==> src/rtl/mpf_pkg.sv <==
// Shared types and constants for the MQTT PUBLISH framer.
// Used by mpf_encode, mqtt_publish_framer, the checker and the testbench; depends on nothing else.
package mpf_pkg;

  localparam logic [7:0] PublishType = 8'h30;
  localparam int unsigned VarintBase = 128;
  localparam int unsigned BurstMax = 8;
  localparam int unsigned CntW = $clog2(BurstMax + 1);
  localparam int unsigned RemW = 18;

  typedef enum logic {
    ACT_START = 1'b0,
    ACT_DATA  = 1'b1
  } action_t;

  typedef struct packed {
    logic [15:0] packet_ident;
    logic [15:0] topic_left;
    logic [15:0] message_left;
    logic        ident_pending;
  } frame_state_t;

  typedef struct packed {
    logic                    action;
    logic [15:0]             topic_length;
    logic [15:0]             message_length;
    logic [1:0]              qos;
    logic [7:0]              data_byte;
  } item_t;

  typedef struct packed {
    logic [BurstMax-1:0][7:0] bytes;
    logic [BurstMax-1:0]      last;
    logic [CntW-1:0]          count;
  } burst_t;

endpackage

==> src/rtl/mpf_encode.sv <==
// Combinational encoder: turns one input word and the framing state into
// the burst of packet bytes it causes and the next framing state. Uses mpf_pkg.
module mpf_encode (
  input  mpf_pkg::item_t        item,
  input  mpf_pkg::frame_state_t st,
  output mpf_pkg::frame_state_t st_nxt,
  output mpf_pkg::burst_t       burst
);
  import mpf_pkg::*;

  logic [1:0]      qos_eff;
  logic [RemW-1:0] rem;
  logic [1:0]      nv;
  logic [2:0]      pos;
  logic            has_ident;
  logic            tail;
  logic [15:0]     topic_dec;

  always_comb begin
    qos_eff   = (item.qos == 2'd3) ? 2'd2 : item.qos;
    has_ident = (qos_eff != 2'd0);
    rem       = RemW'(2) + RemW'(item.topic_length) + RemW'(item.message_length)
                + (has_ident ? RemW'(2) : RemW'(0));
    if (rem < RemW'(VarintBase)) begin
      nv = 2'd1;
    end else if (rem < RemW'(VarintBase * VarintBase)) begin
      nv = 2'd2;
    end else begin
      nv = 2'd3;
    end
    pos       = 3'd1 + 3'(nv);
    tail      = (item.topic_length == 16'd0) && !has_ident && (item.message_length == 16'd0);
    topic_dec = st.topic_left - 16'd1;

    st_nxt = st;
    burst  = '0;

    case (item.action)
      ACT_START: begin
        st_nxt.topic_left    = item.topic_length;
        st_nxt.message_left  = item.message_length;
        st_nxt.ident_pending = has_ident;
        burst.bytes[0] = PublishType | {5'd0, qos_eff, 1'b0};
        burst.bytes[1] = {(nv > 2'd1), rem[6:0]};
        burst.bytes[2] = {(nv > 2'd2), rem[13:7]};
        burst.bytes[3] = {4'd0, rem[17:14]};
        burst.bytes[pos]        = item.topic_length[15:8];
        burst.bytes[pos + 3'd1] = item.topic_length[7:0];
        burst.last[pos + 3'd1]  = tail;
        burst.count = CntW'(pos) + CntW'(2);
        if ((item.topic_length == 16'd0) && has_ident) begin
          burst.bytes[pos + 3'd2] = st.packet_ident[15:8];
          burst.bytes[pos + 3'd3] = st.packet_ident[7:0];
          burst.last[pos + 3'd3]  = (item.message_length == 16'd0);
          burst.count = CntW'(pos) + CntW'(4);
          st_nxt.packet_ident  = st.packet_ident + 16'd1;
          st_nxt.ident_pending = 1'b0;
        end
      end
      default: begin
        if (st.topic_left != 16'd0) begin
          st_nxt.topic_left = topic_dec;
          burst.bytes[0] = item.data_byte;
          burst.last[0]  = (topic_dec == 16'd0) && !st.ident_pending
                           && (st.message_left == 16'd0);
          burst.count = CntW'(1);
          if ((topic_dec == 16'd0) && st.ident_pending) begin
            burst.bytes[1] = st.packet_ident[15:8];
            burst.bytes[2] = st.packet_ident[7:0];
            burst.last[2]  = (st.message_left == 16'd0);
            burst.count = CntW'(3);
            st_nxt.packet_ident  = st.packet_ident + 16'd1;
            st_nxt.ident_pending = 1'b0;
          end
        end else if (st.message_left != 16'd0) begin
          st_nxt.message_left = st.message_left - 16'd1;
          burst.bytes[0] = item.data_byte;
          burst.last[0]  = (st.message_left == 16'd1);
          burst.count = CntW'(1);
        end
      end
    endcase
  end

endmodule

==> src/rtl/mqtt_publish_framer.sv <==
// MQTT PUBLISH framer top level: framing state, burst buffer and output register.
// An accepted word's bytes go to the burst buffer, then one by one to the output register.
// Throughput: one data word per cycle unless out_stall holds; a start word yields 4 to 8
// bytes, one per unstalled cycle from the output register; an ident-inserting word yields 3.
// Reset (synchronous, rst_n low) clears identifier, counters and all valid state.
module mqtt_publish_framer (
  input  logic        clk,
  input  logic        rst_n,
  input  logic        in_valid,
  output logic        in_stall,
  input  logic        in_action,
  input  logic [15:0] in_topic_length,
  input  logic [15:0] in_message_length,
  input  logic [1:0]  in_qos,
  input  logic [7:0]  in_data_byte,
  output logic        out_valid,
  input  logic        out_stall,
  output logic [7:0]  out_byte,
  output logic        out_last
);
  import mpf_pkg::*;

  frame_state_t st_r, st_nxt, enc_st;
  burst_t       burst_r, burst_nxt, enc_burst;
  item_t        item;
  logic         out_valid_r, out_valid_nxt;
  logic [7:0]   out_byte_r, out_byte_nxt;
  logic         out_last_r, out_last_nxt;
  logic         out_load, pop, in_acc;

  assign item = '{action: in_action, topic_length: in_topic_length,
                  message_length: in_message_length, qos: in_qos,
                  data_byte: in_data_byte};

  mpf_encode u_encode (
    .item   (item),
    .st     (st_r),
    .st_nxt (enc_st),
    .burst  (enc_burst)
  );

  assign out_load = !out_valid_r || !out_stall;
  assign pop      = (burst_r.count != '0) && out_load;
  assign in_stall = !((burst_r.count == '0) || ((burst_r.count == CntW'(1)) && pop));
  assign in_acc   = in_valid && !in_stall;

  always_comb begin
    st_nxt        = in_acc ? enc_st : st_r;
    burst_nxt     = burst_r;
    out_valid_nxt = out_valid_r;
    out_byte_nxt  = out_byte_r;
    out_last_nxt  = out_last_r;
    if (out_load) begin
      out_valid_nxt = (burst_r.count != '0);
      out_byte_nxt  = burst_r.bytes[0];
      out_last_nxt  = burst_r.last[0];
    end
    if (in_acc) begin
      burst_nxt = enc_burst;
    end else if (pop) begin
      burst_nxt.bytes = burst_r.bytes >> 8;
      burst_nxt.last  = burst_r.last >> 1;
      burst_nxt.count = burst_r.count - CntW'(1);
    end
  end

  always_ff @(posedge clk) begin
    if (!rst_n) begin
      st_r          <= '0;
      burst_r.count <= '0;
      out_valid_r   <= 1'b0;
    end else begin
      st_r          <= st_nxt;
      burst_r.count <= burst_nxt.count;
      out_valid_r   <= out_valid_nxt;
    end
    burst_r.bytes <= burst_nxt.bytes;
    burst_r.last  <= burst_nxt.last;
    out_byte_r    <= out_byte_nxt;
    out_last_r    <= out_last_nxt;
  end

  assign out_valid = out_valid_r;
  assign out_byte  = out_byte_r;
  assign out_last  = out_last_r;

  a_burst_bound: assert property (@(posedge clk) disable iff (!rst_n)
    burst_r.count <= CntW'(BurstMax))
    else $error("burst buffer holds more bytes than a start word can produce");

  a_accept_free: assert property (@(posedge clk) disable iff (!rst_n)
    in_acc |-> (burst_r.count <= CntW'(1)))
    else $error("word accepted while earlier bytes would be overwritten");

  a_ident_topic: assert property (@(posedge clk) disable iff (!rst_n)
    st_r.ident_pending |-> (st_r.topic_left != 16'd0))
    else $error("identifier pending with no topic bytes left");

  a_drop_keeps_out: assert property (@(posedge clk) disable iff (!rst_n)
    (in_acc && (enc_burst.count == '0)) |=> (burst_r.count == '0))
    else $error("dropped data word left bytes in the burst buffer");

endmodule

==> config.mk <==
export PLATFORM = sky130hd
export DESIGN_NAME = mqtt_publish_framer
export DESIGN_NICKNAME = d
export VERILOG_FILES = /design/src/rtl/mpf_pkg.sv /design/src/rtl/mpf_encode.sv /design/src/rtl/mqtt_publish_framer.sv
export SDC_FILE = /design/constraint.sdc
export NUM_CORES = 1
export LEC_CHECK = 0
export BUFFER_PORTS_ARGS = -buffer_cell sky130_fd_sc_hd__clkbuf_2
export CELL_PAD_IN_SITES_DETAIL_PLACEMENT = 1
export CELL_PAD_IN_SITES_GLOBAL_PLACEMENT = 2
export CORE_AREA = 2 2 229 118
export DETAILED_ROUTE_END_ITERATION = 10
export DIE_AREA = 0 0 231 120
export GPL_TIMING_DRIVEN = 0
export PLACE_DENSITY = 0.84
export SYNTH_ARGS = -nofsm -noshare
export SYNTH_HDL_FRONTEND = slang
export SYNTH_SLANG_ARGS = --single-unit
export TNS_END_PERCENT = 100
==> constraint.sdc <==
create_clock -name clk -period 7 [get_ports clk]
set_input_delay 0.7 -clock clk [delete_from_list [all_inputs] [get_ports clk]]
set_output_delay 0.7 -clock clk [all_outputs]
set_load 0.02 [all_outputs]
==> results.ini, run 1 <==
[run_status]
status=complete, no violations

[critical_path]
cp.arrival_ns=7.06
max_stage_delay_ns=0.64
crit_path_end_kind=flop
crit_chain=buf_2 > nand3_1 > or4_1 > nor2_1 > xnor2_1 > ha_1 > ha_1 > nand4_1 > a311oi_2 > o21ai_0 > a21oi_2 > and3_1 > buf_4 > buf_2 > buf_2 > ha_2 > clkbuf_1 > mux2i_1 > o21ai_2 > o211ai_1
critPathKind=primary input to flop
critical_path.max_fanout=11
worstPathRequired_ns=7.14
crit_slowest_cell=or4_1
startpoint_type=primary input
cpMostUsedCell=buf_2

[floorplanning]
die_w_um=231
core_sq_um=25850
dieHeight_um=120
dieArea_sq_um=27720
initial_core_util_pct=38.45
num_rows=42
io-pin-count=58

[route]
wl_mm=48.26
routed_via_density=6.645
vias=10650
drtPass1Iterations=6
drtIter0Drc=1615
drcViolationCount=0
wl_per_cell_um=30.10
antenna_left=0

[global_routing]
grt_max_degree=27
grt_usage_pct=35.21
antenna_found_initial=1
grt_pass1_wl_mm=69.81
grt_pass1_vias=9848
grt.overflow.total=0

[layout]
n_fill_cell=3062
finish.utilization_pct=44.28
fin_cells=1603
syn_to_final_growth_pct=15.15
fin_nets=1326
drive_gt1_share_pct=13.69

[place]
dp_cells=1566
dp.final_hpwl_mm=35.84
portBuffers=50
place.gp.congestion=1.038

[yosys]
yosysUniqueCellTypes=93
synth.avg_cell_area_sq_um=8.562
synth_top_family_by_area=compound AO/OA/AOI/OAI gates
ys_ff_latch=135
synth_top_area_share_pct=24.47
yosysWarningCount=0
synth-simple-area-share_pct=20.01
synth_fa_ha_area_share_pct=5.563
async_flop_share_pct=0
synth_nets=1251
synth-edff-count=81
synthMuxAreaShare_pct=2.064
yosysTopAreaCell=edfxtp_1
ys_seq_area_share_pct=35.34
ys.flop_type=edfxtp_1
syn_area_sq_um=9941
netlist_instances=1161
synth_area_leaders=edfxtp_1 (24%), dfxtp_1 (11%), ha_1 (5.2%)
synth-compound-area-share_pct=28.01
synthXorXnorAreaFrac_pct=3.260

[sta]
fin_crit_sh_pct=98.86
worst_pin_slew_ns=1.307
skew_ns=0.01331
slew_headroom_pct=12.86
setup_viol=0
period_minus_slack_ns=6.920
finalHoldViolations=0
fmax_mhz=144.5
drv_slew=0
timing.hold.ws_ns=0.4252

[clock_tree]
cts-htree-levels=4
cts.clk_slew.worst_paths_ns=0.07
cts-root-buf=clkbuf_16
cts_tree=yes
cts_made_buffers=17
clock_latency_ns=0.46
cts_num_sinks=135
hold_buffers=0
clockBufferDepth=2

[power]
powerDensity_nw_per_um2=417.7
vdd_drop_max_v=0.0001980
leakage_uw=0.004195

[flow_run]
cap_violations=0

[worst_hold_path]
min-delay-path-class=flop to flop

metal layers:
layer  share of wire, %  vias up  GRT usage (%)  routed length (um)
li1                   -     4545              -                   -
met1                 48     5266          55.03               23120
met2                 35      777          42.92               17060
met3                 15       64          15.33                7381
met4                1.5        0          6.371                 700
met5                  0        -              0                   0
critical path, delay by kind of cell:
family,cells,cell delay (ns)
compound gates,5,1.61
buf+inv,5,1.86
mux,1,0.21
xor+xnor,1,0.18
simple gates,5,1.55
fa+ha+maj,3,0.95
where the power goes:
group	internal, uW	total (uW)	leakage (uW)	switching [uW]
sequential	1280	1480	0.00131	192
combinational	752	2310	0.00259	1560
clock	570	995	0.000295	425
total	2610	4780	0.00420	2180
what timing repair did:
item                                    CTS  global route
endpoints found under the setup margin   39            33
pin swaps                                 0             3
buffers inserted                          0             5
resized for setup                        10            11
area by class of cell:
cell class | count | area (sq um) | share of cell area, %
Multi-Input combinational cell | 893 | 5926 | 51.77
Sequential cell | 135 | 3513 | 30.69
Tap cell | 352 | 440.4 | 3.847
Buffer | 93 | 432.9 | 3.782
Clock buffer | 17 | 425.4 | 3.716
Timing Repair Buffer | 59 | 370.4 | 3.235
Clock inverter | 15 | 192.7 | 1.683
Inverter | 37 | 141.4 | 1.235
Antenna cell | 2 | 5.005 | 0.04372
per-stage QoR:
stage	total power [uW]	setup TNS, ns	area [sq um]	setup WS (ns)
global route	4999	-0.004055	11440	-0.004055
global placement	3598	-106.65	10630	-1.588
finish	4781	0	11450	0.07958
CTS	4662	0	11370	0.06867
floorplan	2876	0	9941	1.157
detailed placement	3661	-46.42	10720	-1.616
worst paths after layout:
path                                           from          end  slack, ns  cells past startpoint
worst max register to register             st_r[17]     st_r[48]       2.00                     11
worst min register to register           burst_r[4]     out_last       0.43                      0
worst max-delay path            in_topic_length[10]  burst_r[25]       0.08                     20
worst min-delay path                     burst_r[4]     out_last       0.43                      0
logic make-up (layout without fill, tap and decap cells):
| logic type | after synthesis | count (layout) |
|---|---|---|
| AND/OR/NAND/NOR | 401 | 401 |
| AO/OA/AOI/OAI | 392 | 392 |
| flip-flops | 135 | 135 |
| buffers and inverters | 133 | 221 |
| adder cells (fa/ha/maj) | 43 | 43 |
| XOR/XNOR | 37 | 37 |
| multiplexers | 20 | 20 |
| other | 0 | 2 |
cells in the mapped netlist, types with 8 or more instances:
master and count:
a41oi_1 8, xor2_1 14, o21ai_0 55, nand4_1 14, inv_1 35, and3_1 9
a21o_1 8, nand2b_1 9, buf_2 16, ha_1 41, mux2i_1 16, nor4_1 18
o31ai_2 9, dfxtp_1 54, nor2b_1 15, edfxtp_1 81, a22o_1 19, a21boi_0 8
nor2_1 94, a31oi_1 31, nand2_1 120, xnor2_1 23, clkbuf_1 68, a21oi_1 66
o21ai_1 31, and2_1 21, a22oi_1 34, o211ai_1 21, nor3_1 27, nand3_1 33
registers in the layout, summed over array words and instances (netlist names):
signal and flops:
burst_r 76, st_r 49, out_byte 8, out_last 1, out_valid 1
layout by cell type, fill, tap and decap left out, types with 13 or more instances in the layout:
cell type  instances
a21oi_1           65
a22o_1            19
a22oi_1           34
a31oi_1           30
and2_1            21
buf_2             18
clkbuf_1          60
clkbuf_16         17
clkbuf_2          54
dfxtp_1           54
edfxtp_1          81
ha_1              40
inv_1             35
mux2i_1           16
nand2_1          120
nand3_1           33
nand4_1           14
nor2_1            93
nor2b_1           15
nor3_1            26
nor4_1            18
o211ai_1          21
o21ai_0           55
o21ai_1           30
xnor2_1           22
xor2_1            13
Power figures use the tool's default switching activity.
==> run 2: changes to the inputs <==
--- a/config.mk
+++ b/config.mk
@@ -8,11 +8,12 @@
 export BUFFER_PORTS_ARGS = -buffer_cell sky130_fd_sc_hd__clkbuf_2
 export CELL_PAD_IN_SITES_DETAIL_PLACEMENT = 1
 export CELL_PAD_IN_SITES_GLOBAL_PLACEMENT = 2
-export CORE_AREA = 2 2 229 118
+export CORE_AREA = 2 2 286 147
 export DETAILED_ROUTE_END_ITERATION = 10
-export DIE_AREA = 0 0 231 120
+export DIE_AREA = 0 0 288 149
 export GPL_TIMING_DRIVEN = 0
-export PLACE_DENSITY = 0.84
+export PLACE_DENSITY = 0.58
+export SLEW_MARGIN = 20
 export SYNTH_ARGS = -nofsm -noshare
 export SYNTH_HDL_FRONTEND = slang
 export SYNTH_SLANG_ARGS = --single-unit
==> results.ini, run 2 (synthesized netlist as in run 1, its figures left out) <==
[critical_path]
crit_path_end_kind=flop
timing.rr.start=st_r[17]
critPathKind=primary input to flop
cpMostUsedCell=ha_1
crit_buf_inv=7  ; +2
critical_path.max_fanout=10  ; -1
critical-path-top-delay-family=buffers and inverters
r2r_slack_ns=1.81  ; -0.19 ns
max_stage_delay_ns=0.67  ; +0.03 ns
crit_slowest_cell=buf_1
startpoint=in_topic_length[2]
crit_chain=buf_2 > ha_1 > nand2_1 > or4_1 > xnor2_1 > ha_1 > ha_1 > buf_2 > nand4_1 > a211oi_1 > o31a_1 > a21oi_2 > and3_1 > buf_4 > inv_4 > buf_6 > buf_2 > ha_1 > buf_1 > o21ai_4 > o221ai_1 > a31oi_1
cp.arrival_ns=7.20  ; +0.14 ns
worstPathRequired_ns=7.17  ; +0.03 ns
startpoint_type=primary input

[global_routing]
grt_max_degree=21  ; -22%
grt_pass1_wl_mm=75.92  ; +8.8%
grt_pass1_vias=9828  ; -0.20%
grt.overflow.total=0  ; unchanged
antenna_found_initial=1  ; unchanged
grt_usage_pct=25.21  ; -10 points

[layout]
largest_register_ffs=76  ; unchanged
drive_gt1_share_pct=13.99  ; +0.30 points
regArea_sq_um=3513  ; unchanged
layout_commonest_cell=nand2_1
top_register=burst_r
fin_nets=1328  ; +0.15%
multi_input_comb_area_sq_um=5927  ; about the same
final_cell_mix=nand2_1 (120), nor2_1 (93), edfxtp_1 (81), a21oi_1 (65), clkbuf_2 (58)
stdcell_area_sq_um=11790  ; +3.0%
n_fill_cell=4855  ; +59%
syn_to_final_growth_pct=18.57

[sta]
drv_slew=0  ; unchanged
fmax_mhz=142.2  ; -1.6%
setup_viol=1  ; +1
finalSetupTns_ns=-0.03059  ; -0.03059 ns
worst_pin_slew_ns=1.154  ; -0.1531 ns
finalHoldViolations=0  ; unchanged
fin_ws_ns=-0.03059  ; -0.1102 ns
skew_ns=0.01447  ; +0.001154 ns
period_minus_slack_ns=7.031  ; +0.1102 ns
fin_crit_sh_pct=100.4  ; +1.6 points
slew_headroom_pct=23.06  ; +10 points

[route]
drtIter0Drc=1332  ; -18%
drcViolationCount=0  ; unchanged
antenna_left=0  ; unchanged
vias=10350  ; -2.8%
wl_per_cell_um=29.73  ; -1.3%
routed_via_density=5.743  ; -14%
wl_met2_mm=18.44  ; +8.1%
drtPass1Iterations=8  ; +2
wl_met3_mm=5.676  ; -23%
wl_mm=53.57  ; +11%
top_layer=met5
drt-met1-wl_mm=28.56  ; +24%

[floorplanning]
dieHeight_um=149  ; +24%
dieArea_sq_um=42910  ; +55%
die_w_um=288  ; +25%
initial_core_util_pct=24.34  ; -14 points
core_sq_um=40850  ; +58%
num_rows=53  ; +26%
io-pin-count=58  ; unchanged

[power]
vdd_drop_max_v=0.0001777  ; -10%
powerDensity_nw_per_um2=417.8  ; about the same
leakage_uw=0.004258  ; +1.5%

[worst_hold_path]
min-delay-path-class=flop to flop
min_from=burst_r[19]

[clock_tree]
hold_buffers=0  ; unchanged
cts-root-buf=clkbuf_16
cts.clk_slew.worst_paths_ns=0.08  ; about the same
cts_made_buffers=17  ; unchanged
cts-htree-levels=4  ; unchanged
cts_num_sinks=135  ; unchanged
clock_latency_ns=0.47  ; about the same
cts_tree=yes
clockBufferDepth=2  ; unchanged

[run_status]
status=finished with violations
violations=negative setup slack

[place]
dpl_cell_area_sq_um=11020  ; +2.8%
portBuffers=50  ; unchanged
dp.final_hpwl_mm=40.56  ; +13%
place.gp.congestion=0.9417  ; -9.3%

[flow_run]
cap_violations=0  ; unchanged

-- run 2: cell count changes in the layout (fill, tap and decap cells not counted), sizes merged --
cell      delta
inv          +2
diode        -1
clkbuf       +3
clkinv       -3
clkinvlp     -2
bufinv       +2
-- run 2: metrics by stage --
step	hold WS [ns]	instances	util (%)	power [uW]	setup WS [ns]
after CTS	0.4220	1798	28.72	4857	0.07412
final	0.4193	1802	28.85	4924	-0.03059
after floorplan	0.4003	1161	-	2876	1.157
after detailed placement	0.4061	1766	26.98	3748	-2.000
after global placement	0.4029	1761	26.63	3685	-2.112
after global routing	0.4323	1801	28.85	5181	-0.05186
-- run 2: area by class of cell --
class / instances / share of cell area, %
clock buffer: 18 / 3.641
antenna: 1 / 0.02123
buffer: 94 / 3.769
multi-input combinational: 893 / 50.29
clock inverter: 14 / 1.975
tap: 550 / 5.839
timing repair buffer: 60 / 3.461
inverter: 37 / 1.200
sequential: 135 / 29.81
-- run 2: report_power, final --
part | internal [uW] | leakage, uW | switching, uW | total, uW
Clock | 645 | 0.000321 | 443 | 1090
Combinational | 777 | 0.00263 | 1600 | 2380
Sequential | 1280 | 0.00131 | 177 | 1460
Total | 2700 | 0.00426 | 2220 | 4920
-- run 2: worst reg2reg max path, cell delays in order (launching register included) --
cell and delay, ns:
dfxtp_1 0.39, inv_1 0.13, ha_1 0.34, nor3b_1 0.83, nand4_1 0.38, xnor2_1 0.26, nor4bb_1 0.76, a41oi_1 0.57
nor4_2 0.84, nand4_1 0.20, xnor2_1 0.19, and2_1 0.19
-- run 2: per-layer routing --
layer	GRT usage, %	vias to the layer above
met3	9.205	50
met5	1.591	-
met4	5.415	2
li1	-	4547
met2	29.76	476
met1	40.68	5274
-- run 2: path summary, 6_finish.rpt --
check,endpoint,cells after the start
max reg2reg,st_r[48],11
max,burst_r[34],22
min reg2reg,out_byte[7],0
min,out_byte[7],0
-- run 2: timing repair --
| item | in CTS | in global routing |
|---|---|---|
| setup buffers | 2 | 3 |
| resized for setup | 13 | 9 |
| pin swaps | 2 | 3 |
| endpoints found under the hold margin | 0 | 0 |
| endpoints found under the setup margin | 52 | 26 |
